<file path="src/hw/rtl/ttu_pkg.sv">
`default_nettype none

package ttu_pkg;

  // Field and register widths fixed by the interface.
  localparam int CHAR_W    = 8;
  localparam int RADIX_W   = 6;
  localparam int REG_W     = 32;
  localparam int VALUE_W   = 32;
  localparam int STATUS_W  = 3;
  localparam int CFG_IDX_W = 2;

  // Configuration register indexes.
  localparam logic [CFG_IDX_W-1:0] REG_RADIX_MODE = 2'd0;
  localparam logic [CFG_IDX_W-1:0] REG_MIN_VALUE  = 2'd1;
  localparam logic [CFG_IDX_W-1:0] REG_MAX_VALUE  = 2'd2;

  // Reset values of the configuration registers.
  localparam logic [RADIX_W-1:0] RADIX_MODE_RST = 6'd0;
  localparam logic [REG_W-1:0]   MIN_VALUE_RST  = 32'h0000_0000;
  localparam logic [REG_W-1:0]   MAX_VALUE_RST  = 32'hFFFF_FFFF;

  // Radix constants.
  localparam logic [RADIX_W-1:0] RADIX_AUTO = 6'd0;
  localparam logic [RADIX_W-1:0] RADIX_ONE  = 6'd1;
  localparam logic [RADIX_W-1:0] RADIX_MIN  = 6'd2;
  localparam logic [RADIX_W-1:0] RADIX_OCT  = 6'd8;
  localparam logic [RADIX_W-1:0] RADIX_DEC  = 6'd10;
  localparam logic [RADIX_W-1:0] RADIX_HEX  = 6'd16;
  localparam logic [RADIX_W-1:0] RADIX_MAX  = 6'd36;

  // Result status codes.
  localparam logic [STATUS_W-1:0] ST_OK        = 3'd0;
  localparam logic [STATUS_W-1:0] ST_INVALID   = 3'd1;
  localparam logic [STATUS_W-1:0] ST_TOO_BIG   = 3'd2;
  localparam logic [STATUS_W-1:0] ST_TOO_SMALL = 3'd3;
  localparam logic [STATUS_W-1:0] ST_BAD_RADIX = 3'd4;

  // Where the datapath takes the radix for the current character from.
  typedef enum logic [2:0] {
    RSEL_KEEP,     // radix already fixed
    RSEL_MODE,     // radix mode as written, auto stays zero
    RSEL_DEC,      // radix mode, auto becomes decimal
    RSEL_HEX,      // hex after a 0x prefix
    RSEL_OCT       // octal if still undecided after a leading zero
  } radix_sel_t;

  // How the string ended.
  typedef enum logic [1:0] {
    FIN_NO_NUMBER,
    FIN_NUMBER,
    FIN_BAD_RADIX
  } fin_kind_t;

  // Commands from the controller to the datapath.
  typedef struct packed {
    radix_sel_t radix_sel;
    logic       load_radix;
    logic       set_sign;
    logic       acc_load;
    logic       finish;
    fin_kind_t  fin_kind;
  } dp_cmd_t;

  // Status from the datapath to the controller.
  typedef struct packed {
    logic mode_bad;
    logic mode_zero_or_hex;
    logic is_space;
    logic is_sign;
    logic is_zero_char;
    logic is_x;
    logic digit_ok;
    logic res_valid;
  } dp_stat_t;

endpackage

`default_nettype wire

</file>
<file path="src/hw/rtl/ttu_dp.sv">
`default_nettype none

module ttu_dp
  import ttu_pkg::*;
#(
  parameter int WORD_BITS = 32
) (
  input  logic                 clk,
  input  logic                 rst,
  input  logic [CHAR_W-1:0]    char_code,
  input  logic                 cfg_valid,
  input  logic [CFG_IDX_W-1:0] cfg_index,
  input  logic [REG_W-1:0]     cfg_data,
  input  dp_cmd_t              cmd,
  output dp_stat_t             stat,
  input  logic                 out_ready,
  output logic                 out_valid,
  output logic [VALUE_W-1:0]   value,
  output logic [STATUS_W-1:0]  status
);

  localparam int PROD_W = WORD_BITS + RADIX_W;
  localparam int CMP_W  = (WORD_BITS > REG_W) ? WORD_BITS : REG_W;

  logic [RADIX_W-1:0]   radix_mode;
  logic [REG_W-1:0]     min_value;
  logic [REG_W-1:0]     max_value;
  logic                 minus_seen;
  logic [RADIX_W-1:0]   radix_now;
  logic [WORD_BITS-1:0] accumulator;

  logic [RADIX_W-1:0]   eff_radix;
  logic [RADIX_W-1:0]   digit;
  logic [PROD_W-1:0]    prod;
  logic [WORD_BITS-1:0] final_word;
  logic [CMP_W-1:0]     final_cmp;
  logic [STATUS_W-1:0]  final_status;

  // Digit value of a character, RADIX_MAX when it is no digit at all.
  function automatic logic [RADIX_W-1:0] digit_of(input logic [CHAR_W-1:0] c);
    logic [RADIX_W-1:0] d;
    d = RADIX_MAX;
    if (c >= "0" && c <= "9") begin
      d = RADIX_W'(c - "0");
    end else if (c >= "a" && c <= "z") begin
      d = RADIX_W'(c - "a" + 8'd10);
    end else if (c >= "A" && c <= "Z") begin
      d = RADIX_W'(c - "A" + 8'd10);
    end
    return d;
  endfunction

  // Character classes seen by the controller.
  always_comb begin
    stat                  = '0;
    stat.mode_bad         = (radix_mode == RADIX_ONE) || (radix_mode > RADIX_MAX);
    stat.mode_zero_or_hex = (radix_mode == RADIX_AUTO) || (radix_mode == RADIX_HEX);
    stat.is_space         = char_code inside {8'd32, [8'd9:8'd13]};
    stat.is_sign          = (char_code == "+") || (char_code == "-");
    stat.is_zero_char     = (char_code == "0");
    stat.is_x             = (char_code == "x") || (char_code == "X");
    stat.digit_ok         = (eff_radix >= RADIX_MIN) && (digit < eff_radix) &&
                            (prod[PROD_W-1:WORD_BITS] == '0);
    stat.res_valid        = out_valid;
  end

  // Radix that applies to the current character.
  always_comb begin
    case (cmd.radix_sel)
      RSEL_KEEP: eff_radix = radix_now;
      RSEL_MODE: eff_radix = radix_mode;
      RSEL_DEC:  eff_radix = (radix_mode == RADIX_AUTO) ? RADIX_DEC : radix_mode;
      RSEL_HEX:  eff_radix = RADIX_HEX;
      RSEL_OCT:  eff_radix = (radix_now == RADIX_AUTO) ? RADIX_OCT : radix_now;
      default:   eff_radix = radix_now;
    endcase
  end

  // Multiply-accumulate; any bit above the word means overflow.
  assign digit = digit_of(char_code);
  assign prod  = PROD_W'(accumulator) * PROD_W'(eff_radix) + PROD_W'(digit);

  // Sign, range check and status once the string has ended.
  assign final_word = minus_seen ? (~accumulator + 1'b1) : accumulator;
  assign final_cmp  = CMP_W'(final_word);

  always_comb begin
    case (cmd.fin_kind)
      FIN_BAD_RADIX: final_status = ST_BAD_RADIX;
      FIN_NUMBER: begin
        if (final_cmp > CMP_W'(max_value)) begin
          final_status = ST_TOO_BIG;
        end else if (final_cmp < CMP_W'(min_value)) begin
          final_status = ST_TOO_SMALL;
        end else begin
          final_status = ST_OK;
        end
      end
      default: final_status = ST_INVALID;
    endcase
  end

  // Configuration registers; writes to unknown indexes are dropped.
  always_ff @(posedge clk) begin
    if (rst) begin
      radix_mode <= RADIX_MODE_RST;
      min_value  <= MIN_VALUE_RST;
      max_value  <= MAX_VALUE_RST;
    end else if (cfg_valid) begin
      case (cfg_index)
        REG_RADIX_MODE: radix_mode <= cfg_data[RADIX_W-1:0];
        REG_MIN_VALUE:  min_value  <= cfg_data;
        REG_MAX_VALUE:  max_value  <= cfg_data;
        default:        radix_mode <= radix_mode;
      endcase
    end
  end

  // Per-string scan state, cleared when a string closes.
  always_ff @(posedge clk) begin
    if (rst || cmd.finish) begin
      minus_seen  <= 1'b0;
      radix_now   <= RADIX_AUTO;
      accumulator <= '0;
    end else begin
      if (cmd.set_sign) begin
        minus_seen <= (char_code == "-");
      end
      if (cmd.load_radix) begin
        radix_now <= eff_radix;
      end
      if (cmd.acc_load) begin
        accumulator <= prod[WORD_BITS-1:0];
      end
    end
  end

  // Result register.
  always_ff @(posedge clk) begin
    if (rst) begin
      out_valid <= 1'b0;
    end else if (cmd.finish) begin
      out_valid <= 1'b1;
    end else if (out_ready) begin
      out_valid <= 1'b0;
    end
  end

  always_ff @(posedge clk) begin
    if (cmd.finish) begin
      status <= final_status;
      value  <= (final_status == ST_OK) ? final_cmp[VALUE_W-1:0] : '0;
    end
  end

endmodule

`default_nettype wire

</file>
<file path="config.mk">
export PLATFORM = sky130hd
export DESIGN_NAME = ttu_dp
export DESIGN_NICKNAME = d
export VERILOG_FILES = /design/src/hw/rtl/ttu_pkg.sv /design/src/hw/rtl/ttu_dp.sv
export SDC_FILE = /design/constraint.sdc
export NUM_CORES = 1
export LEC_CHECK = 0
export ABC_AREA = 1
export BUFFER_PORTS_ARGS = -buffer_cell sky130_fd_sc_hd__buf_2
export CAP_MARGIN = 20
export CORE_ASPECT_RATIO = 0.5
export CORE_MARGIN = 2
export CORE_UTILIZATION = 30
export DETAILED_ROUTE_END_ITERATION = 8
export PLACE_DENSITY = 0.54
export SLEW_MARGIN = 20
export SYNTH_ARGS = -nofsm -noshare
export SYNTH_HDL_FRONTEND = slang
export SYNTH_SLANG_ARGS = --single-unit
</file>
<file path="constraint.sdc">
create_clock -name clk -period 4.7 [get_ports clk]
set_input_delay 0 -clock clk [delete_from_list [all_inputs] [get_ports clk]]
set_output_delay 0 -clock clk [all_outputs]
set_load 0.05 [all_outputs]
</file>
Word-level counts from Yosys, hierarchy flattened:

Cells that the tools add are included.

* add/subtract/negate cells: 7
* $mul: 1
* $lt $le $gt $ge: 13
* eq/ne operators: 16
* multiplexer cells: 12
* bitwise gates (word level): 1
* reduce and logical (&&, ||, !) cells: 21

Operators by type and width (number)
* 38-bit by 6-bit adder with 38-bit output: 1
* 32-bit by 6-bit multiplier with 38-bit output: 1
* 32-bit by 1-bit adder with 32-bit output (second input constant): 1
* 8-bit by 6-bit equality test with 1-bit output (second input constant): 4
* 32-bit > comparator: 1
* 32-bit < comparator: 1
* 32-bit two-way mux: 1
* 32-bit inverter: 1
* 6-bit two-way mux: 5
* 6-bit case mux with 4 select lines: 1
* 6-bit zero test: 3
* 8-bit by 7-bit equality test with 1-bit output (second input constant): 2
* 8-bit by 7-bit >= comparator with 1-bit output (second input constant): 2
* 8-bit by 7-bit <= comparator with 1-bit output (second input constant): 2
* 6-bit by 4-bit adder with 6-bit output (second input constant): 2
* 6-bit subtractor (second input constant): 2
* 8-bit by 4-bit >= comparator with 1-bit output (second input constant): 1
* 8-bit by 6-bit >= comparator with 1-bit output (second input constant): 1
* 8-bit by 4-bit <= comparator with 1-bit output (second input constant): 1
* 8-bit by 6-bit <= comparator with 1-bit output (second input constant): 1
* 3-bit by 2-bit equality test with 1-bit output (second input constant): 2
* 6-bit by 1-bit equality test with 1-bit output (second input constant): 1
* 6-bit by 5-bit equality test with 1-bit output (second input constant): 1
* 6-bit by 2-bit >= comparator with 1-bit output (second input constant): 1
* other kinds (16): 32

* register bits after elaboration: 145
* input bits: 55
* output and inout port bits: 44
* word-level logic and storage cells: 80

Logic depth before layout (Yosys ltp):

* depth after elaboration: 8
* mapped depth: 33

Worst setup path after synthesis:

Ideal clock, no wire load.

* path type: reg-to-output
* start point: reg radix_mode[3]
* end point: out stat[1] (netlist name)
* data arrival time: 5.210 ns
* required time: 4.700 ns
* slack: -0.510 ns
* cell stages (with the launch flop): 31
* buffers on the path: 1
* path through: dfxtp_1 -> nor2_1 -> nand3_1 -> nand2_1 -> nand2_1 -> nand3_1 -> nand2_1 -> buf_2 -> inv_1 -> nand2_1 -> fa_1 -> fa_1 -> inv_1 -> fa_1 -> inv_1 -> fa_1 -> inv_1 -> ha_1 -> nand2_1 -> nand2_1 -> a21oi_1 -> nand2_1 -> nand3_1 -> nand2_2 -> nand2_1 -> nand2_1 -> nand2_1 -> nand2_1 -> nor2_1 -> nand3_1 -> nor2_1

RTL lines
* start, declared: line ttu_dp.sv:25 `logic [RADIX_W-1:0] radix_mode;`
* start signal, assigned: line ttu_dp.sv:111 `REG_RADIX_MODE: radix_mode <= cfg_data[RADIX_W-1:0];`
* start signal, assigned: line ttu_dp.sv:114 `default: radix_mode <= radix_mode;`
* end, declared: line ttu_dp.sv:15 `output dp_stat_t stat,`

==> flow_metrics.env <==
export IMPL_routed_via_density=4.60
export IMPL_finalWorstSetupSlack_ns=-0.651
export IMPL_yosysWarnings=0
export IMPL_grt_max_degree=71
export IMPL_relSlewSlack=0.369
export IMPL_grt_ovfl_total=0
export IMPL_dp_hpwl_microns=38100
export IMPL_fin_hold_ws_ns=0.0190
export IMPL_drc=0
export IMPL_synthDistinctLibCells=56
export IMPL_ys_top_cells_by_area="fa_1 16%, dfxtp_1 14%, ha_1 13%"
export IMPL_antennaDiodeCount=0
export IMPL_hold_class="in2reg"
export IMPL_syn_inst=2061
export IMPL_worstSkewPairLatency_ns=0.46
export IMPL_die_x_microns=323
export IMPL_gp_congestion=0.875
export IMPL_grt_pass1_vias=14014
export IMPL_ant_nets=0
export IMPL_startpoint_type="flop"
export IMPL_place_area_sq_um=17900
export IMPL_worstHoldPathCells=4
export IMPL_period_share=1.14
export IMPL_power_density_nw_per_um2=194
export IMPL_status="finished with violations"
export IMPL_cts_tree="yes"
export IMPL_fin_util=0.407
export IMPL_fin_worst_skew_ns=0.0145
export IMPL_dp_slack_ns=-0.403
export IMPL_grt_pass1_wl_microns=76600
export IMPL_slew_violations=0
export IMPL_ir_drop_v=0.000264
export IMPL_cp_data_arrival_time_ns=5.35
export IMPL_pin_count=99
export IMPL_layout_nets=2713
export IMPL_io_buffers=98
export IMPL_rows=58
export IMPL_critPathMaxStageDelay_ns=0.57
export IMPL_synth_seq_cells=145
export IMPL_crit_top_cell="inv_2"
export IMPL_synthesis_area_sq_um=15200
export IMPL_synth_ff_type="dfxtp_1"
export IMPL_numCtsBuffers=17
export IMPL_reg2reg_depth=36
export IMPL_crit_path_top_delay_cell="fa_1"
export IMPL_vias=14151
export IMPL_yosysSeqAreaShare=0.214
export IMPL_syn_to_final_growth_pct=34.0
export IMPL_first_pass_iters=6
export IMPL_syn_nets=2400
export IMPL_cts_sinks=145
export IMPL_design_area_sq_um=20400
export IMPL_synth_largest_area_cell="fa_1"
export IMPL_worst_pin_slew_ns=0.947
export IMPL_grt_total_usage=0.187
export IMPL_synthArstFlopShare=0
export IMPL_htree_num_levels=4
export IMPL_final_setup_viol_count=21
export IMPL_rsz0062_at_grt="true"
export IMPL_start_util=0.303
export IMPL_dr_first_iter_drc_count=815
export IMPL_n_fill_cell=5098
export IMPL_post_drt_wl_per_cell_microns=15.6
export IMPL_synth_top_cell_area_share=0.163
export IMPL_antenna_found_initial=1
export IMPL_wirelength_microns=48100
export IMPL_crit_fanout=4
export IMPL_drive_gt1_frac=0.264
export IMPL_max_clock_path_buffers=2
export IMPL_crit_path_end_kind="output port"
export IMPL_fin_cells=3077
export IMPL_synth_edff_count=35
export IMPL_finalCriticalPeriod_ns=5.35
export IMPL_dpl_cell_count=2976
export IMPL_clock_fmax_mhz=187
export IMPL_cts_root_buf="clkbuf_16"
export IMPL_clkSlewWorstSetupHoldPaths_ns=0.06
export IMPL_drv_cap=0
export IMPL_crit_required_ns=4.70
export IMPL_core_area_sq_um=50100
export IMPL_crit_type="reg2out"
export IMPL_dieArea_sq_um=52700
export IMPL_fp_dieH_microns=163
export IMPL_violations="setup timing"
export IMPL_hold_violations=0
export IMPL_syn_area_per_cell_sq_um=7.38
export IMPL_p_leak_nw=10.3
report_power, final:
group          total [mW]  leakage, nW  internal [mW]  switching (mW)
clock                1.45        0.294          0.801           0.653
combinational        1.14         8.70          0.431           0.708
sequential           1.36         1.26           1.34          0.0257
total                3.95         10.3           2.57            1.39
worst max-delay path: cells and delay by family (launching register included):
family                     cells  cell delay, ns
buffers and inverters         11            0.89
adders and majority gates      5            2.52
and+or+nand+nor               15            1.15
DFF                            1            0.36
sequential cells by signal (all words and copies together) (netlist names):
signal,flops
out_valid,1
accumulator,32
radix_now,6
min_value,32
max_value,32
status,3
minus_seen,1
radix_mode,6
value,32
what timing repair did:
action / CTS / global route
pin swaps: 72 / 54
cloned: 1 / 0
buffers inserted: 21 / 10
endpoints found under the setup margin: 22 / 24
hold endpoints to repair: 88 / 0
resized for setup: 154 / 138
hold buffers: 41 / 0
layout by cell type, fill, tap and decap left out, drive strengths merged:
master,instances
fa,124
o2111ai,1
nand4,11
o31ai,2
nor3,19
o22ai,1
clkbuf,17
o211a,1
bufbuf,1
a21oi,157
clkinv,15
dfxtp,110
xor2,46
o21bai,5
clkinvlp,1
nor4,4
o21a,4
and2,1
a21o,1
ha,160
buf,307
nor3b,1
nor2,290
or2,4
nand3,81
a211oi,3
dlygate4sd3,41
bufinv,2
nand2,397
o2111a,1
o21ai,127
xnor2,6
o211ai,39
nand2b,1
o21ba,1
inv,370
edfxtp,35
layer usage:
layer,track usage,part of all wire
met4,0.0412,0.017
met1,0.267,0.49
met3,0.0345,0.052
met2,0.293,0.44
met5,0,0.00027
cells in the mapped netlist (7+ instances only):
cell	n
nand3_1	74
edfxtp_1	35
o21ai_1	9
nand2_1	384
clkbuf_1	36
o21ai_0	115
dfxtp_1	110
nand4_1	9
buf_2	8
inv_1	343
inv_2	17
a21oi_1	156
xor2_1	40
nor3_1	13
ha_1	160
buf_1	7
nand2_2	12
clkinv_1	8
nor2_1	283
fa_1	124
o211ai_1	38
worst paths after layout:
path	from	slack, ns	to
min	cfg_index[0]	0.02	radix_mode[5]$_SDFFE_PP0P_
max reg2reg	radix_mode[1]$_SDFFE_PP0P_	-0.60	accumulator[31]$_SDFFE_PP0P_
min reg2reg	min_value[0]$_SDFFE_PP0P_	0.46	min_value[0]$_SDFFE_PP0P_
max	radix_mode[1]$_SDFFE_PP0P_	-0.65	stat[1]
logic make-up after synthesis:
family,share of synthesized area
xor gates and xnor gates,0.0329
and+or+nand+nor,0.225
DFF,0.214
adders and majority gates,0.295
buffers and inverters,0.109
AOI/OAI and AO/OA,0.125
metrics by stage:
| stage | total power, mW | TNS (ns) |
|---|---|---|
| 2_1_floorplan | 2.03 | 0 |
| 3_3_place_gp | 2.40 | -4.97 |
| 3_5_place_dp | 2.40 | -4.09 |
| 4_1_cts | 3.95 | -2.94 |
| 5_1_grt | 4.16 | -10.38 |
| 6_report | 3.95 | -5.34 |
final cells by class:
class | instances | area [sq um] | share of cell area
clock buffer | 17 | 425 | 0.0209
clock inverter | 15 | 179 | 0.00877
inverter | 373 | 1420 | 0.0695
multi-input combinational | 1488 | 11600 | 0.568
sequential | 145 | 3260 | 0.160
tap | 690 | 863 | 0.0423
timing repair buffer | 349 | 2670 | 0.131
(Power assumes the default switching activity.)
