### config.mk
export PLATFORM = sky130hd
export DESIGN_NAME = ttu_ctrl
export DESIGN_NICKNAME = d
export VERILOG_FILES = /design/src/hw/rtl/ttu_pkg.sv /design/src/hw/rtl/ttu_ctrl.sv
export SDC_FILE = /design/constraint.sdc
export NUM_CORES = 1
export LEC_CHECK = 0
export BUFFER_PORTS_ARGS = -buffer_cell sky130_fd_sc_hd__buf_2
export CORE_AREA = 3 3 40 42
export DETAILED_ROUTE_END_ITERATION = 16
export DIE_AREA = 0 0 43 45
export GPL_TIMING_DRIVEN = 0
export MAX_ROUTING_LAYER = met4
export PLACE_DENSITY = 0.69
export REMOVE_ABC_BUFFERS = 1
export SLEW_MARGIN = 20
export SYNTH_ARGS = -nofsm -noshare
export SYNTH_HDL_FRONTEND = slang
export SYNTH_SLANG_ARGS = --single-unit
### constraint.sdc
create_clock -name clk -period 3.8 [get_ports clk]
set_clock_uncertainty 0.15 [all_clocks]
set_input_delay 0.38 -clock clk [delete_from_list [all_inputs] [get_ports clk]]
set_output_delay 0.38 -clock clk [all_outputs]
set_load 0.02 [all_outputs]
### src/hw/rtl/ttu_pkg.sv
`default_nettype none

package ttu_pkg;

  // Field and register widths fixed by the interface.
  localparam int CHAR_W    = 8;
  localparam int RADIX_W   = 6;
  localparam int REG_W     = 32;
  localparam int VALUE_W   = 32;
  localparam int STATUS_W  = 3;
  localparam int CFG_IDX_W = 2;

  // Configuration register indexes.
  localparam logic [CFG_IDX_W-1:0] REG_RADIX_MODE = 2'd0;
  localparam logic [CFG_IDX_W-1:0] REG_MIN_VALUE  = 2'd1;
  localparam logic [CFG_IDX_W-1:0] REG_MAX_VALUE  = 2'd2;

  // Reset values of the configuration registers.
  localparam logic [RADIX_W-1:0] RADIX_MODE_RST = 6'd0;
  localparam logic [REG_W-1:0]   MIN_VALUE_RST  = 32'h0000_0000;
  localparam logic [REG_W-1:0]   MAX_VALUE_RST  = 32'hFFFF_FFFF;

  // Radix constants.
  localparam logic [RADIX_W-1:0] RADIX_AUTO = 6'd0;
  localparam logic [RADIX_W-1:0] RADIX_ONE  = 6'd1;
  localparam logic [RADIX_W-1:0] RADIX_MIN  = 6'd2;
  localparam logic [RADIX_W-1:0] RADIX_OCT  = 6'd8;
  localparam logic [RADIX_W-1:0] RADIX_DEC  = 6'd10;
  localparam logic [RADIX_W-1:0] RADIX_HEX  = 6'd16;
  localparam logic [RADIX_W-1:0] RADIX_MAX  = 6'd36;

  // Result status codes.
  localparam logic [STATUS_W-1:0] ST_OK        = 3'd0;
  localparam logic [STATUS_W-1:0] ST_INVALID   = 3'd1;
  localparam logic [STATUS_W-1:0] ST_TOO_BIG   = 3'd2;
  localparam logic [STATUS_W-1:0] ST_TOO_SMALL = 3'd3;
  localparam logic [STATUS_W-1:0] ST_BAD_RADIX = 3'd4;

  // Where the datapath takes the radix for the current character from.
  typedef enum logic [2:0] {
    RSEL_KEEP,     // radix already fixed
    RSEL_MODE,     // radix mode as written, auto stays zero
    RSEL_DEC,      // radix mode, auto becomes decimal
    RSEL_HEX,      // hex after a 0x prefix
    RSEL_OCT       // octal if still undecided after a leading zero
  } radix_sel_t;

  // How the string ended.
  typedef enum logic [1:0] {
    FIN_NO_NUMBER,
    FIN_NUMBER,
    FIN_BAD_RADIX
  } fin_kind_t;

  // Commands from the controller to the datapath.
  typedef struct packed {
    radix_sel_t radix_sel;
    logic       load_radix;
    logic       set_sign;
    logic       acc_load;
    logic       finish;
    fin_kind_t  fin_kind;
  } dp_cmd_t;

  // Status from the datapath to the controller.
  typedef struct packed {
    logic mode_bad;
    logic mode_zero_or_hex;
    logic is_space;
    logic is_sign;
    logic is_zero_char;
    logic is_x;
    logic digit_ok;
    logic res_valid;
  } dp_stat_t;

endpackage

`default_nettype wire

### src/hw/rtl/ttu_ctrl.sv
`default_nettype none

module ttu_ctrl
  import ttu_pkg::*;
(
  input  logic     clk,
  input  logic     rst,
  input  logic     in_valid,
  input  logic     in_last,
  output logic     in_ready,
  input  logic     out_ready,
  input  dp_stat_t stat,
  output dp_cmd_t  cmd
);

  typedef enum logic [2:0] {
    PH_SPACE,
    PH_SIGNED,
    PH_ZERO,
    PH_HEXPFX,
    PH_DIGITS,
    PH_STOPPED,
    PH_BAD
  } phase_t;

  phase_t phase;
  phase_t phase_next;
  logic   finish;
  logic   finish_next;
  logic   step;
  logic   close_ok;

  // A new character is taken unless a string is waiting to close.
  assign in_ready = !finish;
  assign step     = in_valid && in_ready;

  // A string closes once the result register is free or being emptied.
  assign close_ok = finish && (!stat.res_valid || out_ready);

  // Scan decisions for the current character, and closing of a string.
  always_comb begin
    logic first_sig;
    logic take;
    first_sig     = 1'b0;
    take          = 1'b0;
    phase_next    = phase;
    finish_next   = (finish && !close_ok) || (step && in_last);
    cmd           = '0;
    cmd.radix_sel = RSEL_KEEP;
    cmd.fin_kind  = FIN_NO_NUMBER;

    if (finish) begin
      if (close_ok) begin
        cmd.finish = 1'b1;
        case (phase)
          PH_BAD:             cmd.fin_kind = FIN_BAD_RADIX;
          PH_DIGITS, PH_ZERO: cmd.fin_kind = FIN_NUMBER;
          default:            cmd.fin_kind = FIN_NO_NUMBER;
        endcase
        phase_next = PH_SPACE;
      end
    end else if (step) begin
      if (stat.mode_bad) begin
        phase_next = PH_BAD;
      end else begin
        case (phase)
          PH_SPACE: begin
            if (stat.is_space) begin
              phase_next = PH_SPACE;
            end else if (stat.is_sign) begin
              cmd.set_sign = 1'b1;
              phase_next   = PH_SIGNED;
            end else begin
              first_sig = 1'b1;
            end
          end
          PH_SIGNED: begin
            first_sig = 1'b1;
          end
          PH_ZERO: begin
            cmd.load_radix = 1'b1;
            if (stat.is_x) begin
              cmd.radix_sel = RSEL_HEX;
              phase_next    = PH_HEXPFX;
            end else begin
              cmd.radix_sel = RSEL_OCT;
              take          = 1'b1;
            end
          end
          PH_HEXPFX, PH_DIGITS: begin
            take = 1'b1;
          end
          default: begin
            phase_next = phase;
          end
        endcase

        // First significant character: a leading zero may open a prefix.
        if (first_sig) begin
          cmd.load_radix = 1'b1;
          if (stat.is_zero_char && stat.mode_zero_or_hex) begin
            cmd.radix_sel = RSEL_MODE;
            phase_next    = PH_ZERO;
          end else begin
            cmd.radix_sel = RSEL_DEC;
            take          = 1'b1;
          end
        end

        // A digit that does not fit the radix or the word stops the scan.
        if (take) begin
          cmd.acc_load = stat.digit_ok;
          phase_next   = stat.digit_ok ? PH_DIGITS : PH_STOPPED;
        end
      end
    end
  end

  // State register.
  always_ff @(posedge clk) begin
    if (rst) begin
      phase  <= PH_SPACE;
      finish <= 1'b0;
    end else begin
      phase  <= phase_next;
      finish <= finish_next;
    end
  end

endmodule

`default_nettype wire

### Word level (Yosys, flattened, before mapping)

Cells that the tools add are included.

| storage, ports and cells | value |
|---|---|
| flip-flop bits (word level) | 4 |
| bits of input ports | 13 |
| output and inout port bits | 10 |
| word-level logic and storage cells | 62 |

| operators by class | value |
|---|---|
| equal/unequal tests | 6 |
| multiplexer cells | 39 |
| reduce and logical (&&, ||, !) cells | 15 |

Operators by type and width:

| operator | number |
|---|---|
| two-way mux 3 bit | 13 |
| two-way mux 6 bit | 3 |
| two-way mux 1 bit | 16 |
| two-way mux 4 bit | 2 |
| equality test 3 x 2 -> 1 bit (second input constant) | 2 |
| equality test 3 bit (second input constant) | 2 |
| case mux 3 bit (2 select lines) | 1 |
| logical AND 1 bit | 5 |
| case mux 1 bit (2 select lines) | 2 |
| case mux 2 bit (2 select lines) | 1 |
| OR reduction 2 bit | 2 |
| equality test 3 x 1 -> 1 bit (second input constant) | 1 |
| zero test 1 bit | 3 |
| zero test 3 bit | 1 |
| logical OR 1 bit | 2 |
| two-way mux 2 bit | 1 |
| inequality test 2 x 1 -> 1 bit (second input constant) | 1 |
| AND reduction 2 bit | 1 |
| nonzero test 2 bit | 1 |

### Longest topological paths before layout

Gate-level depths: netlist of the first run.

| depth | value |
|---|---|
| depth in word-level cells | 14 |
| gate-level depth with buffers | 5 |
| gate-level depth less buffers | 5 |

### Least setup slack after synthesis of the first run

No wires, ideal clock.

| timing | value |
|---|---|
| path kind | input to output |
| from | input stat[7] (netlist name) |
| to | output cmd[8] (netlist name) |
| arrival | 1.492 ns |
| data required time | 3.270 ns |
| slack | 1.778 ns |
| stages | 3 |
| path buffers | 1 |
| cell sequence | or3b_1 buf_2 nor4_1 |

RTL lines:

| item | line | source |
|---|---|---|
| start: declaration | ttu_ctrl.sv:12 | `input dp_stat_t stat,` |
| end: declaration | ttu_ctrl.sv:13 | `output dp_cmd_t cmd` |

==> summary.txt, run 1 <==
Outcome
  • Status: complete, no violations

Worst hold path
  • Worst Hold Depth: 2
  • Hold Path Origin: rst
  • Worst hold path type: input port to flip-flop
  • Hold Path End: finish

Logic synthesis
  • Yosys top cell by area: dfxtp_1
  • Distinct cell type count after synthesis: 29
  • Most common library cells after synthesis: 6 x nand2_1, 5 x a21oi_1, 5 x nor2_1
  • FFs w/ async S/R, synth: 0%
  • Syn_area_per_cell: slightly above 7 um2
  • Yosys warns: 0
  • Seq/Total Area, Yosys: 19.9%
  • Synth Register Bits: 4
  • Top FF cell, synth: dfxtp_1
  • Area contributors post-synth: dfxtp_1 20%, a21oi_1 6.2%, nand2b_1 6.2%
  • Synthesized area: 402 um2
  • Synth top area share: 19.9%
  • Syn Inst Count: 57
  • Count leader, synth: nand2_1
  • EDFF count, synth: 0

Die
  • Die ar.: 1940 um2
  • Ports: 23
  • Die extent in x: 43 um
  • Area of the core: ~1300 um2
  • Std-Cell Rows: 13
  • Effective utilization at floorplan: 31.3%
  • Die Y: approximately 45 um

CTS
  • CTS sink cnt: 4
  • H-tree lvl count: 1
  • Root Driver: clkbuf_4
  • Total CTS buffers: 3
  • CTS clk-pin slew, worst paths: 0.04 ns
  • Longest Clk Path Bufs: 2
  • Clock Latency Late Sink: 0.24 ns
  • CTS tree: yes
  • CTS resizes: 0
  • Hold_buf cts: 0
  • Setup Buffers After CTS: 0

Finish
  • Nets: 94
  • Antenna Cells: 0
  • Layout cells sized above 1: 35.4%
  • Layout area overhead: 32.4%

Power
  • PD cells: ~280 nW/um2
  • Worst vdd ir: 235 uV
  • Sequential share of power: roughly a third
  • Switch Pwr: 0.0478 mW
  • Int Power: ~0.1 mW
  • Power, Total: 0.148 mW
  • Clock power share: roughly a third
  • Switching Share: 32.2%
  • Comb pwr share: 30.4%
  • Pleak: 0.270 nW

Route
  • Post-DRT Antenna Nets: 0
  • Initial DRC Count: 15
  • Vias per inst: around 5.3
  • DRC Markers: 0
  • Pre-antenna DRT Iters: 4
  • Per-cell routed wire length: roughly 12 um
  • Routed WL: 1.10 mm
  • Vias: 496

Worst setup path
  • Worst R2R End: phase[0]
  • Critical path endpoint category: output pin
  • Critical setup path kind: flip-flop to output pin
  • R2R setup slack: ~2.2 ns
  • R2r worst-path depth: 4
  • Critical Path Source Type: flip-flop
  • Req. time, crit path: about 3.3 ns
  • R2r startpoint: phase[0]
  • Critical Path Fanout Max: 10
  • Crit path DAT: 1.58 ns

Place
  • DP HPWL: approximately 890 um
  • GPL Wtd Cong: 0.828
  • Port bufs: 22

STA
  • Slew of the pin with the lowest slew margin: 0.318 ns
  • Final hold slack: ~0.24 ns
  • Final setup violation count: 0
  • RSZ-0062 raised after global routing: false
  • Minimum clock period: between 2 and 2.5 ns
  • Final hold vios: 0
  • Fmax: 473 MHz
  • Tcrit/Tclk final: between 50% and 60%
  • Post-Route Setup TNS: 0 ns
  • Worst relative slew slack: 78.5%
  • Slew Limit Fails: 0

Job
  • Max-cap viol count: 0

Global routing
  • First-pass GRT wire length: 1.85 mm
  • Largest net degree at the start of global routing: 11
  • Initial antenna violation count: 0
  • Total track usage: between 10% and 20%
  • GR Overflow Total: 0
  • Vias in the first global route: around 460
## metrics by stage
stage / cells / util [%] / setup WS [ns] / instance area [um2]
floorplan: 54 / - / 1.81 / 380
global placement: 91 / 39.6 / 1.90 / 509
detailed placement: 91 / 39.6 / 1.90 / 509
CTS: 94 / 41.4 / 1.68 / 532
global route: 94 / 41.4 / 1.52 / 532
finish: 94 / 41.4 / 1.69 / 532
## power groups by stage
| stage | clock [mW] | sequential (mW) | combinational [mW] |
|---|---|---|---|
| floorplan | 0 | 0.0498 | 0.0296 |
| global placement | 0 | 0.0515 | 0.0440 |
| detailed placement | 0 | 0.0515 | 0.0452 |
| CTS | 0.0546 | 0.0508 | 0.0455 |
| global route | 0.0582 | 0.0514 | 0.0510 |
| finish | 0.0523 | 0.0510 | 0.0451 |
## worst max-delay path by stage
stage / from / end / slack, ns / depth (start not counted)
after global routing: phase[0] / cmd[3] / 1.52 / 5
final: phase[0] / cmd[3] / 1.69 / 5
after floorplan: stat[7] / cmd[8] / 1.81 / 2
after CTS: phase[0] / cmd[3] / 1.68 / 5
after global placement: stat[7] / cmd[8] / 1.90 / 4
after detailed placement: stat[7] / cmd[4] / 1.90 / 4
## sequential cells by signal (all words and copies together), names as in the netlist
signal / cells
phase: 3
finish: 1
## critical path: stages, from the launching register on
cell	delay [ns]
dfxtp_1	0.48
o21bai_1	0.20
nand3_1	0.16
nand2b_1	0.14
and4_1	0.20
buf_2	0.16
## cells by family (layout without fill, tap and decap cells)
kind of cell           Yosys count  count (layout)  share of synthesized area [%]
AND/OR/NAND/NOR                 32              32                           46.4
AO/OA/AOI/OAI                   15              15                           25.5
buffers and inverters            6              28                           8.10
flip-flops                       4               4                           19.9
## routing by layer
| layer | wire (um) | GRT usage, % | share of wire, % |
|---|---|---|---|
| met1 | 471 | 15.4 | 43 |
| met2 | 504 | 20.7 | 46 |
| met3 | 126 | 5.58 | 11 |
| met4 | 0 | 1.81 | 0 |
| met5 | 0 | - | 0 |
## cells in the final DEF (no fill, tap or decap), types with 2 or more instances in the layout
cell / Yosys / final
nor3_1: 4 / 4
a21oi_1: 5 / 5
nand2b_1: 4 / 4
dfxtp_1: 4 / 4
o21ai_0: 2 / 2
nor2b_1: 2 / 2
nor2_1: 5 / 5
nand3b_1: 2 / 2
clkbuf_4: 0 / 3
inv_1: 3 / 3
nand2_1: 6 / 6
buf_2: 2 / 22
## layout make-up
class / count / area [um2]
fill: 149 / 753
multi-input combinational: 47 / 289
timing repair buffer: 22 / 110
sequential: 4 / 80.1
clock buffer: 3 / 22.5
tap: 15 / 18.8
inverter: 3 / 11.3
(Power assumes the default switching activity.)
==> inputs of run 2 (changes only) <==
clock period = 2.1 ns   (was 3.8 ns; I/O delays follow)
==> summary.txt, run 2 (synthesis gave the netlist of run 1 again) <==
Outcome
  • Status: complete, no violations

Worst hold path
  • Hold Path Origin: rst
  • Hold Path End: finish
  • Worst hold path type: input port to flip-flop
  • Worst Hold Depth: 2 (unchanged)

STA
  • RSZ-0062 raised after global routing: false
  • Tcrit/Tclk final: 91.9%
  • Slew Limit Fails: 0 (unchanged)
  • Fmax: 518 MHz
  • Final hold slack: 0.0695 ns (-0.171 ns)
  • Final hold vios: 0 (unchanged)
  • Minimum clock period: 1.93 ns
  • Post-Route Setup TNS: 0 ns (unchanged)
  • Worst relative slew slack: 78.1% (-0.38 points)
  • Slew of the pin with the lowest slew margin: 0.324 ns (+0.00557 ns)
  • Final setup violation count: 0 (unchanged)

Worst setup path
  • Critical path endpoint category: output pin
  • Max incr delay on CP: 0.47 ns (about the same)
  • Req. time, crit path: 1.74 ns (-1.53 ns)
  • Slowest cell on crit path: dfxtp_1
  • R2r startpoint: phase[2]
  • Crit path buf inv count: 1 (unchanged)
  • CP cell instances: nand2b_1 > o22ai_1 > nand2b_1 > and4_1 > buf_2
  • R2R setup slack: 0.60 ns (-1.62 ns)
  • Worst R2R End: phase[0]
  • Top Family by Delay on Critical Path: simple AND/OR/NAND/NOR gates
  • CP most frequent cell: nand2b_1
  • Critical Path Source Type: flip-flop
  • Crit path DAT: 1.57 ns (about the same)
  • Critical setup path kind: flip-flop to output pin
  • R2r worst-path depth: 4 (unchanged)
  • Critical Path Fanout Max: 10 (unchanged)

CTS
  • Clock Latency Late Sink: 0.24 ns (about the same)
  • Longest Clk Path Bufs: 2 (unchanged)
  • Setup Buffers After CTS: 0 (unchanged)
  • CTS clk-pin slew, worst paths: 0.04 ns (about the same)
  • CTS sink cnt: 4 (unchanged)
  • H-tree lvl count: 1 (unchanged)
  • Total CTS buffers: 3 (unchanged)
  • CTS tree: yes
  • Root Driver: clkbuf_4

Die
  • Ports: 23 (unchanged)
  • Effective utilization at floorplan: 31.3% (unchanged)
  • Area of the core: 1280 um2 (unchanged)
  • Die ar.: 1940 um2 (unchanged)
  • Std-Cell Rows: 13 (unchanged)
  • Die Y: 45 um (unchanged)
  • Die extent in x: 43 um (unchanged)

Finish
  • Antenna Cells: 0 (unchanged)
  • Layout Cells excl Fill: 94 (unchanged)
  • Commonest cells after routing, fill and taps aside: 22 x buf_2, 6 x nand2_1, 5 x nor2_1, 5 x a21oi_1
  • Max reg flops: 3 (unchanged)
  • Fillcell total: 149 (unchanged)
  • Largest registers: phase x3, finish x1
  • Biggest register: phase
  • Layout cells sized above 1: 36.7% (+1.3 points)
  • Layout area overhead: 32.7%
  • Nets: 94 (unchanged)
  • Most common cell after layout, fill and taps aside: buf_2

Power
  • Worst vdd ir: 426 uV (+81%)
  • Power, Total: 0.269 mW (+81%)
  • Pleak: 0.270 nW (+0.18%)
  • PD cells: 504 nW/um2 (+81%)

Global routing
  • Initial antenna violation count: 0 (unchanged)
  • Vias in the first global route: 464 (unchanged)
  • First-pass GRT wire length: 1.85 mm (unchanged)
  • Largest net degree at the start of global routing: 11 (unchanged)
  • Total track usage: 12.9% (unchanged)
  • GR Overflow Total: 0 (unchanged)

Route
  • Per-cell routed wire length: 11.7 um (about the same)
  • Routed WL: 1.10 mm (about the same)
  • Vias per inst: 5.44 (+3.0%)
  • Initial DRC Count: 13 (-2)
  • Vias: 511 (+3.0%)
  • Post-DRT Antenna Nets: 0 (unchanged)
  • Pre-antenna DRT Iters: 4 (unchanged)
  • DRC Markers: 0 (unchanged)

Place
  • Port bufs: 22 (unchanged)
  • GPL Wtd Cong: 0.828 (unchanged)
  • Dpl cells: 91 (unchanged)
  • DP HPWL: 894 um (unchanged)

Job
  • Max-cap viol count: 0 (unchanged)
run 2: cell counts in the layout (fill, tap and decap cells not counted):
Identical to the previous run, type by type.
run 2: power by group:
| group | leakage, nW | internal (mW) | total [mW] | switching, mW |
|---|---|---|---|---|
| Sequential | 0.0333 | 0.0820 | 0.0924 | 0.0104 |
| Clock | 0.0138 | 0.0639 | 0.0947 | 0.0309 |
| Combinational | 0.223 | 0.0366 | 0.0818 | 0.0451 |
| Total | 0.270 | 0.182 | 0.269 | 0.0864 |
run 2: final cells by class:
class | instances | area (um2) | area share, %
Tap cell | 15 | 18.8 | 3.52
Multi-Input combinational cell | 47 | 289 | 54.2
Inverter | 3 | 11.3 | 2.11
Sequential cell | 4 | 81.3 | 15.3
Timing Repair Buffer | 22 | 110 | 20.7
Clock buffer | 3 | 22.5 | 4.23
run 2: worst reg2reg max path: stages, from the launching register on:
cell and delay, ns:
dfxtp_1 0.47, nand2b_1 0.11, o22ai_1 0.18, and4b_1 0.21
a211o_1 0.25
run 2: what timing repair did:
action / 4_1_cts / 5_1_grt
gates resized for setup: 0 / 1
hold buffers: 0 / 0
endpoints found under the setup margin: 0 / 1
run 2: through the flow:
step                util [%]  area [um2]  setup slack, ns
floorplan                  -         380            0.308
global placement        39.6         509            0.421
detailed placement      39.6         509            0.410
CTS                     41.4         532            0.149
global route            41.5         533           0.0592
finish                  41.5         533            0.170
run 2: metal layers:
metal,vias to the layer above,share of wire [%],global-route usage (%),routed length [um]
met2,31,46,20.7,513
met3,0,13,5.58,146
met1,228,40,15.4,444
li1,252,-,-,-
met4,0,0,1.81,0
met5,-,0,-,0
run 2: worst max-delay path by stage:
stage / cells after the start / slack (ns) / start / to
floorplan: 2 / 0.31 / finish / cmd[8]
global placement: 5 / 0.42 / phase[2] / cmd[3]
detailed placement: 5 / 0.41 / phase[2] / cmd[3]
CTS: 5 / 0.15 / phase[0] / cmd[3]
global route: 5 / 0.06 / phase[2] / cmd[3]
finish: 5 / 0.17 / phase[2] / cmd[3]
==> inputs of run 3 (changes only) <==
BUFFER_PORTS_ARGS = not set   (was -buffer_cell sky130_fd_sc_hd__buf_2)
DONT_BUFFER_PORTS = 1   (was not set)
PLACE_DENSITY = 0.54   (was 0.69)
==> summary.txt, run 3 (synthesis gave the netlist of run 1 again) <==
CTS
  • Longest Clk Path Bufs: 2 (unchanged)
  • Setup Buffers After CTS: 0 (unchanged)
  • CTS tree: yes
  • CTS sink cnt: 4 (unchanged)
  • Clock Latency Late Sink: 0.23 ns (about the same)
  • CTS clk-pin slew, worst paths: 0.03 ns (about the same)
  • Root Driver: clkbuf_4
  • Total CTS buffers: 3 (unchanged)
  • H-tree lvl count: 1 (unchanged)

Worst setup path
  • Crit path DAT: 1.56 ns (about the same)
  • R2R setup slack: 0.53 ns (-0.07 ns)
  • R2r worst-path depth: 4 (unchanged)
  • Critical setup path kind: flip-flop to output pin
  • Worst R2R End: phase[0]
  • Crit path to: cmd[3]
  • R2r startpoint: phase[2]
  • Critical Path Source Type: flip-flop
  • Critical Path Fanout Max: 10 (unchanged)
  • Req. time, crit path: 1.74 ns (about the same)
  • Crit path launch: phase[2]
  • Critical path endpoint category: output pin

Route
  • Vias per inst: 5.72 (+5.2%)
  • Per-cell routed wire length: 15.0 um (+28%)
  • Pre-antenna DRT Iters: 4 (unchanged)
  • Vias: 429 (-16%)
  • DRC Markers: 0 (unchanged)
  • Routed WL: 1.13 mm (+1.9%)
  • Initial DRC Count: 8 (-5)
  • Post-DRT Antenna Nets: 0 (unchanged)

Finish
  • Antenna Cells: 0 (unchanged)
  • Fillcell total: 140 (-6.0%)
  • Finished Cell Area: 464 um2 (-13%)
  • Max reg flops: 3 (unchanged)
  • Util after Layout: 36.1% (-5.4 points)
  • Biggest register: phase
  • Commonest cells after routing, fill and taps aside: 6 x nand2_1, 5 x nor2_1, 5 x a21oi_1, 4 x nand2b_1
  • Nets: 75 (-20%)
  • Most common cell after layout, fill and taps aside: nand2_1
  • Layout area overhead: 15.6%
  • Largest registers: phase x3, finish x1
  • Layout cells sized above 1: 15.0% (-22 points)

Place
  • Placed Area: 399 um2 (-22%)
  • GPL Wtd Cong: 0.773 (-6.6%)
  • DP HPWL: 805 um (-9.9%)
  • Port bufs: 0 (-100%)

Job
  • Max-cap viol count: 0 (unchanged)

Outcome
  • Status: complete, no violations

STA
  • Minimum clock period: 1.92 ns (-0.00551 ns)
  • RSZ-0062 raised after global routing: false
  • Slew Limit Fails: 0 (unchanged)
  • Slew of the pin with the lowest slew margin: 0.700 ns (+0.375 ns)
  • Post-Route Setup TNS: 0 ns (unchanged)
  • Final hold slack: 0.0424 ns (-0.0271 ns)
  • Final hold vios: 0 (unchanged)
  • Tcrit/Tclk final: 91.7% (-0.26 points)
  • Final setup violation count: 0 (unchanged)
  • Worst relative slew slack: 53.1% (-25 points)
  • Fmax: 520 MHz (+0.29%)

Die
  • Ports: 23 (unchanged)
  • Die extent in x: 43 um (unchanged)
  • Area of the core: 1280 um2 (unchanged)
  • Die ar.: 1940 um2 (unchanged)
  • Std-Cell Rows: 13 (unchanged)
  • Die Y: 45 um (unchanged)
  • Effective utilization at floorplan: 31.3% (unchanged)

Global routing
  • Total track usage: 12.9% (about the same)
  • Largest net degree at the start of global routing: 11 (unchanged)
  • GR Overflow Total: 0 (unchanged)
  • First-pass GRT wire length: 1.83 mm (-1.1%)
  • Initial antenna violation count: 0 (unchanged)
  • Vias in the first global route: 424 (-8.6%)

Power
  • Pleak: 0.185 nW (-32%)
  • Worst vdd ir: 417 uV (-2.0%)
  • Power, Total: 0.256 mW (-4.9%)
  • PD cells: 551 nW/um2 (+9.2%)

Worst hold path
  • Worst hold path type: input port to flip-flop
[run 3: cell count changes in the layout (fill, tap and decap cells not counted)]
cell,previous run,this run
nor3_1,4,3
nor4_1,1,0
dlygate4sd3_1,0,3
nor3_2,0,1
nor4_2,0,1
buf_2,22,0
[run 3: per-stage QoR]
stage / instances / setup WS, ns
3_5_place_dp: 69 / 0.209
4_1_cts: 75 / 0.0529
5_1_grt: 75 / 0.0318
2_1_floorplan: 54 / 0.308
3_3_place_gp: 69 / 0.197
6_report: 75 / 0.175
[run 3: repair_timing]
action | 4_1_cts | 5_1_grt
hold endpoints to repair | 3 | 0
gates resized for setup | 1 | 2
endpoints found under the setup margin | 1 | 2
hold buffers | 3 | 0
[run 3: worst max-delay path, cell delays in order (launching register included)]
cell,delay (ns)
dfxtp_1,0.38
nand2b_1,0.25
o22ai_1,0.16
nand2b_1,0.20
and4_1,0.35
[run 3: layer usage]
metal  wire length (um)  track usage (%)  vias up
li1                   -                -      215
met1                471             14.9      194
met2                525             21.0       20
met3                128             5.98        0
met4                  0             1.81        0
met5                  0                -        -
[run 3: area by class of cell]
cell class                 count  area, um2  area share, %
inverter                       3       11.3           2.43
tap                           15       18.8           4.04
multi-input combinational     47        300           64.7
clock buffer                   3       22.5           4.85
sequential                     4       81.3           17.5
timing repair buffer           3       30.0           6.47
[run 3: power by group]
group / total [mW] / switching [mW] / internal (mW)
clock network: 0.0932 / 0.0294 / 0.0638
registers: 0.0927 / 0.0107 / 0.0820
logic: 0.0699 / 0.0405 / 0.0293
[run 3: worst min path at each step]
stage	start	endpoint	slack (ns)	cells past startpoint
final	stat[0]	finish	0.04	2
after global routing	stat[0]	finish	0.05	2
after CTS	stat[0]	finish	0.03	2
after detailed placement	rst	phase[1]	0.13	1
after global placement	rst	finish	0.14	1
after floorplan	rst	finish	0.13	1
